$ cat src/design/nearest_waypoint_ahead_search_macros.svh
// assertion macros for the nearest waypoint ahead search
`ifndef NEAREST_WAYPOINT_AHEAD_SEARCH_MACROS_SVH
`define NEAREST_WAYPOINT_AHEAD_SEARCH_MACROS_SVH
`ifndef SYNTH
`define NWA_ASSERT_IMP(label, clk, rst, a, c) \
  label: assert property (@(posedge clk) disable iff (rst) (a) |-> (c)) else $error("label");
`define NWA_ASSERT_NEXT(label, clk, rst, a, c) \
  label: assert property (@(posedge clk) disable iff (rst) (a) |=> (c)) else $error("label");
`else
`define NWA_ASSERT_IMP(label, clk, rst, a, c)
`define NWA_ASSERT_NEXT(label, clk, rst, a, c)
`endif
`endif

$ cat src/design/nwa_pkg.sv
// ----------------------------------------------------------------------------
// nwa_pkg
// shared types and constants of the nearest waypoint ahead search
// ----------------------------------------------------------------------------
`default_nettype none
package nwa_pkg;
  localparam int MaxWaypoints = 1024;
  localparam int IdxW = $clog2(MaxWaypoints);
  localparam int CntW = IdxW + 1;
  localparam int CordicSteps = 16;
  localparam int StepW = $clog2(CordicSteps + 1);
  localparam int PosW = 31;
  localparam int DW = PosW + 1;
  localparam int CW = DW + 3;
  localparam int AngW = 16;
  localparam int ZW = 18;
  localparam int SqW = 2 * DW;
  localparam int DistW = SqW + 1;
  localparam logic [DistW-1:0] FarLimitSq = DistW'(64'd10485760000000000);
  localparam logic signed [ZW-1:0] AngPi = ZW'(25736);
  localparam logic signed [ZW-1:0] AngHalfPi = ZW'(12868);
  localparam logic signed [ZW-1:0] AngTwoPi = ZW'(51472);

  localparam logic [1:0] OpClear = 2'd0;
  localparam logic [1:0] OpAppend = 2'd1;
  localparam logic [1:0] OpQuery = 2'd2;

  typedef struct packed {
    logic append;
    logic scan_start;
    logic scan_step;
    logic cordic_load;
    logic cordic_step;
    logic clear;
  } ctrl_t;

  typedef struct packed {
    logic scan_last;
    logic cordic_last;
    logic empty;
    logic full;
  } stat_t;

  function automatic logic signed [ZW-1:0] atan_entry(input logic [StepW-1:0] i);
    logic signed [ZW-1:0] r;
    case (i)
      0: r = ZW'(6434);
      1: r = ZW'(3798);
      2: r = ZW'(2007);
      3: r = ZW'(1019);
      4: r = ZW'(511);
      5: r = ZW'(256);
      6: r = ZW'(128);
      7: r = ZW'(64);
      8: r = ZW'(32);
      9: r = ZW'(16);
      10: r = ZW'(8);
      11: r = ZW'(4);
      12: r = ZW'(2);
      13: r = ZW'(1);
      default: r = '0;
    endcase
    return r;
  endfunction
endpackage
`default_nettype wire

$ cat src/design/nwa_controller.sv
// ----------------------------------------------------------------------------
// nwa_controller
// command sequencer for table updates and queries
// ----------------------------------------------------------------------------
`default_nettype none
`include "nearest_waypoint_ahead_search_macros.svh"
module nwa_controller (
  input  wire logic clk,
  input  wire logic rst,
  input  wire logic start,
  input  wire logic [1:0] operation,
  output logic busy,
  output logic done,
  output logic table_empty,
  output logic table_full,
  output logic use_dp,
  output nwa_pkg::ctrl_t ctrl,
  input  wire nwa_pkg::stat_t stat
);
  import nwa_pkg::*;

  typedef enum logic [1:0] {S_IDLE, S_SCAN, S_CORDIC, S_DONE} state_t;
  state_t state;
  logic go;

  assign go = start && !busy;
  assign busy = (state != S_IDLE);

  always_comb begin
    ctrl = '0;
    ctrl.clear = go && operation == OpClear;
    ctrl.append = go && operation == OpAppend;
    ctrl.scan_start = go && operation == OpQuery && !stat.empty;
    ctrl.scan_step = (state == S_SCAN);
    ctrl.cordic_load = (state == S_SCAN) && stat.scan_last;
    ctrl.cordic_step = (state == S_CORDIC);
  end

  always_ff @(posedge clk) begin
    if (rst) begin
      state <= S_IDLE;
      done <= 1'b0;
      table_empty <= 1'b0;
      table_full <= 1'b0;
      use_dp <= 1'b0;
    end else begin
      done <= 1'b0;
      table_empty <= 1'b0;
      table_full <= 1'b0;
      use_dp <= 1'b0;
      case (state)
        S_IDLE: begin
          if (go && operation == OpAppend && stat.full) begin
            done <= 1'b1;
            table_full <= 1'b1;
          end else if (go && operation == OpQuery && stat.empty) begin
            done <= 1'b1;
            table_empty <= 1'b1;
          end else if (ctrl.scan_start) begin
            state <= S_SCAN;
          end
        end
        S_SCAN: if (stat.scan_last) state <= S_CORDIC;
        S_CORDIC: if (stat.cordic_last) state <= S_DONE;
        S_DONE: begin
          done <= 1'b1;
          use_dp <= 1'b1;
          state <= S_IDLE;
        end
        default: state <= S_IDLE;
      endcase
    end
  end

  `NWA_ASSERT_IMP(a_done_idle, clk, rst, done, state == S_IDLE)
  `NWA_ASSERT_IMP(a_flags_excl, clk, rst, 1'b1, !(table_empty && table_full))
  `NWA_ASSERT_IMP(a_flag_done, clk, rst, table_empty || table_full || use_dp, done)
endmodule
`default_nettype wire

$ cat config.mk
export PLATFORM = sky130hd
export DESIGN_NAME = nwa_controller
export DESIGN_NICKNAME = d
export VERILOG_FILES = /design/src/design/nwa_pkg.sv /design/src/design/nwa_controller.sv
export VERILOG_INCLUDE_DIRS = /design/src /design/src/design
export SDC_FILE = /design/constraint.sdc
export NUM_CORES = 1
export LEC_CHECK = 0
export BUFFER_PORTS_ARGS = -buffer_cell sky130_fd_sc_hd__buf_2
export CORE_AREA = 2 2 39 41
export CTS_BUF_LIST = sky130_fd_sc_hd__clkbuf_8
export CTS_CLUSTER_SIZE = 20
export DETAILED_ROUTE_END_ITERATION = 8
export DIE_AREA = 0 0 41 43
export PLACE_DENSITY = 0.58
export SLEW_MARGIN = 5
export SYNTH_ARGS = -nofsm -noshare
export SYNTH_HDL_FRONTEND = slang
export SYNTH_SLANG_ARGS = --single-unit
$ cat constraint.sdc
create_clock -name clk -period 1.5 [get_ports clk]
set_input_delay 0.075 -clock clk [delete_from_list [all_inputs] [get_ports clk]]
set_output_delay 0.075 -clock clk [all_outputs]
set_load 0.005 [all_outputs]
==> metrics.cfg <==
[global_route]
grt_max_degree=8
grt_pass1_wl_um=1280
grt_use_total=0.107
antenna_found_initial=0
grt_pass1_vias=334
grt_overflow_total=0

[layout]
seq_area_um2=121
syn_to_final_growth_pct=55.3
fillers=150
multi_input_area_um2=241
drive_gt1_frac=0.544
final_cells=73
nets=73
antennaDiodeCount=0

[floorplanning]
die-height_um=43
io_pins=20
rows=14
coreArea_um2=1380
start_util=0.249
die-area_um2=1760
die_x_um=41

[synth]
synth_area_leaders=dfxtp_1 (35%), ha_1 (18%), nor3_1 (4.4%)
synth-edff-count=0
syn_nets=49
netlist-cell-type-count=17
postSynth.asyncResetShare=0
synthesis.area_um2=344
syn_inst=35
ys.flop_type=dfxtp_1
synth_top_area_share=0.349
ys_ff_latch=6
yosysSeqAreaShare=0.349
synth_warnings=0
synthTopCellsByCount=dfxtp_1 (6), ha_1 (5), inv_1 (4)
avgSynthCellArea_um2=9.83
yosysMostFrequentCell=dfxtp_1
yosys.area.top_type=dfxtp_1

[detailed_routing]
drtAntennaViolNets=0
vias_per_cell=4.55
first_pass_iters=2
drc=0
finalWirelength_um=738
routedWlPerCell_um=10.1
dr_total_vias=332
dr.first_iter.drc_count=2

[timing]
timing.final.crit_period_ns=1.39
tns_ns=0
fin_ws_ns=0.112
finalHoldViolCount=0
hold-worst-slack_ns=0.113
fmax_ghz=0.720
tightest_slew_ns=0.329
grt_setup_unrepaired=false
final.period_utilization=0.925
setup_violations=0
final_max_slew_viol_count=0
maxSlewHeadroom=0.780
skew_ns=0.00382

[placed_design]
gp_congestion=0.797
post-dp-hpwl_um=595
io_buffers=19
pre_cts_ws_ns=0.0106
placedCellCount=70

[critical_path]
cp-end-kind=primary output
r2r_start=state[1]
worstReg2RegEnd=state[0]
worstPathRequired_ns=1.42
reg2reg_depth=5
worstPathMaxFanout=6
cp-start-kind=register
ff2ff_setup_slack_ns=0.12
crit_arrival_ns=1.31
worstSetupPathType=reg2out

[clocking]
htree_levels=1
ctsHoldBuffers=0
path_clk_slew_ns=0.03
numCtsBuffers=3
insertion_delay_ns=0.22
cts_root_buf=clkbuf_8
tritoncts=built
postCtsSetupBuffers=0
ctsLongestPathBuffers=2
cts.sinks=6

[power_and_ir_drop]
power_uw=802
leakagePower_nw=0.259
ir_drop_uv=506
powerDensity_nw_per_um2=1500

[hold_path]
hp-class=in2reg
hold_depth=2
hp-start=rst
min_to=state[0]

[flow_run]
drv_cap=0

[outcome]
status=finished, final reports clean

==> power breakdown <==
group / leakage (nW) / switching, mW / internal, mW / total [mW]
combinational: 0.188 / 0.174 / 0.183 / 0.356
sequential: 0.0492 / 0.0207 / 0.187 / 0.208
clock: 0.0216 / 0.0658 / 0.172 / 0.238
==> cell usage in the layout (no fill, tap or decap) <==
cell       count
nor3b_1        1
dfxtp_1        5
nor4b_2        1
nand2b_1       2
a221o_1        1
a211oi_2       1
a2111oi_2      1
and2_1         1
nand4bb_1      1
clkbuf_8       3
nor3_1         3
nand2_2        1
inv_1          2
nand3b_1       2
ha_1           4
nor2b_1        2
a211oi_1       1
o21ba_2        1
dfxtp_2        1
buf_2         19
ha_4           1
mux2i_1        1
inv_2          2
==> final cells by class <==
type,count,share of cell area
multi-input combinational,25,0.452
clock buffer,3,0.0773
timing repair buffer,19,0.178
sequential,6,0.227
tap,16,0.0375
inverter,4,0.0281
==> worst max path at each step <==
stage | startpoint | to | slack [ns]
after detailed placement | state[1] | state[0] | 0.01
after global routing | state[0] | ctrl[4] | 0.006
after global placement | state[1] | state[0] | 0.02
after floorplan | state[1] | state[0] | 0.17
after CTS | state[1] | ctrl[4] | 0.0007
final | state[0] | ctrl[4] | 0.11
==> per-stage QoR <==
stage,util,area (µm²)
floorplan,-,344
global route,0.386,534
finish,0.386,534
global placement,0.332,459
detailed placement,0.332,459
CTS,0.365,505
==> logic make-up (layout without fill, tap and decap cells) <==
family / Yosys count / count (layout) / share of synthesized area
buffers and inverters: 4 / 26 / 0.0436
DFF: 6 / 6 / 0.349
adders and majority gates: 5 / 5 / 0.182
and+or+nand+nor: 14 / 14 / 0.269
muxes: 1 / 1 / 0.0291
AOI/OAI and AO/OA: 5 / 5 / 0.127
==> worst max-delay path, cell delays in order (launching register included) <==
cell and delay [ns]:
dfxtp_1 0.32, inv_2 0.11, ha_4 0.17, nand2_2 0.10
nor4b_2 0.25, buf_2 0.14
==> per-layer routing <==
metal	vias to the layer above	global-route usage	routed length (µm)
li1	172	-	-
met2	7	0.159	389
met5	-	0	0
met1	153	0.131	313
met3	0	0.0157	35
met4	0	0.0800	0
==> state kept, by name (all words and copies together) (netlist names) <==
signal       flops
use_dp           1
done             1
state            2
table_full       1
table_empty      1
==> timing repair <==
action | 4_1_cts | 5_1_grt
pin swaps | 0 | 0
resized for setup | 3 | 7
setup endpoints to repair | 1 | 3
Power figures use the tool's default switching activity.
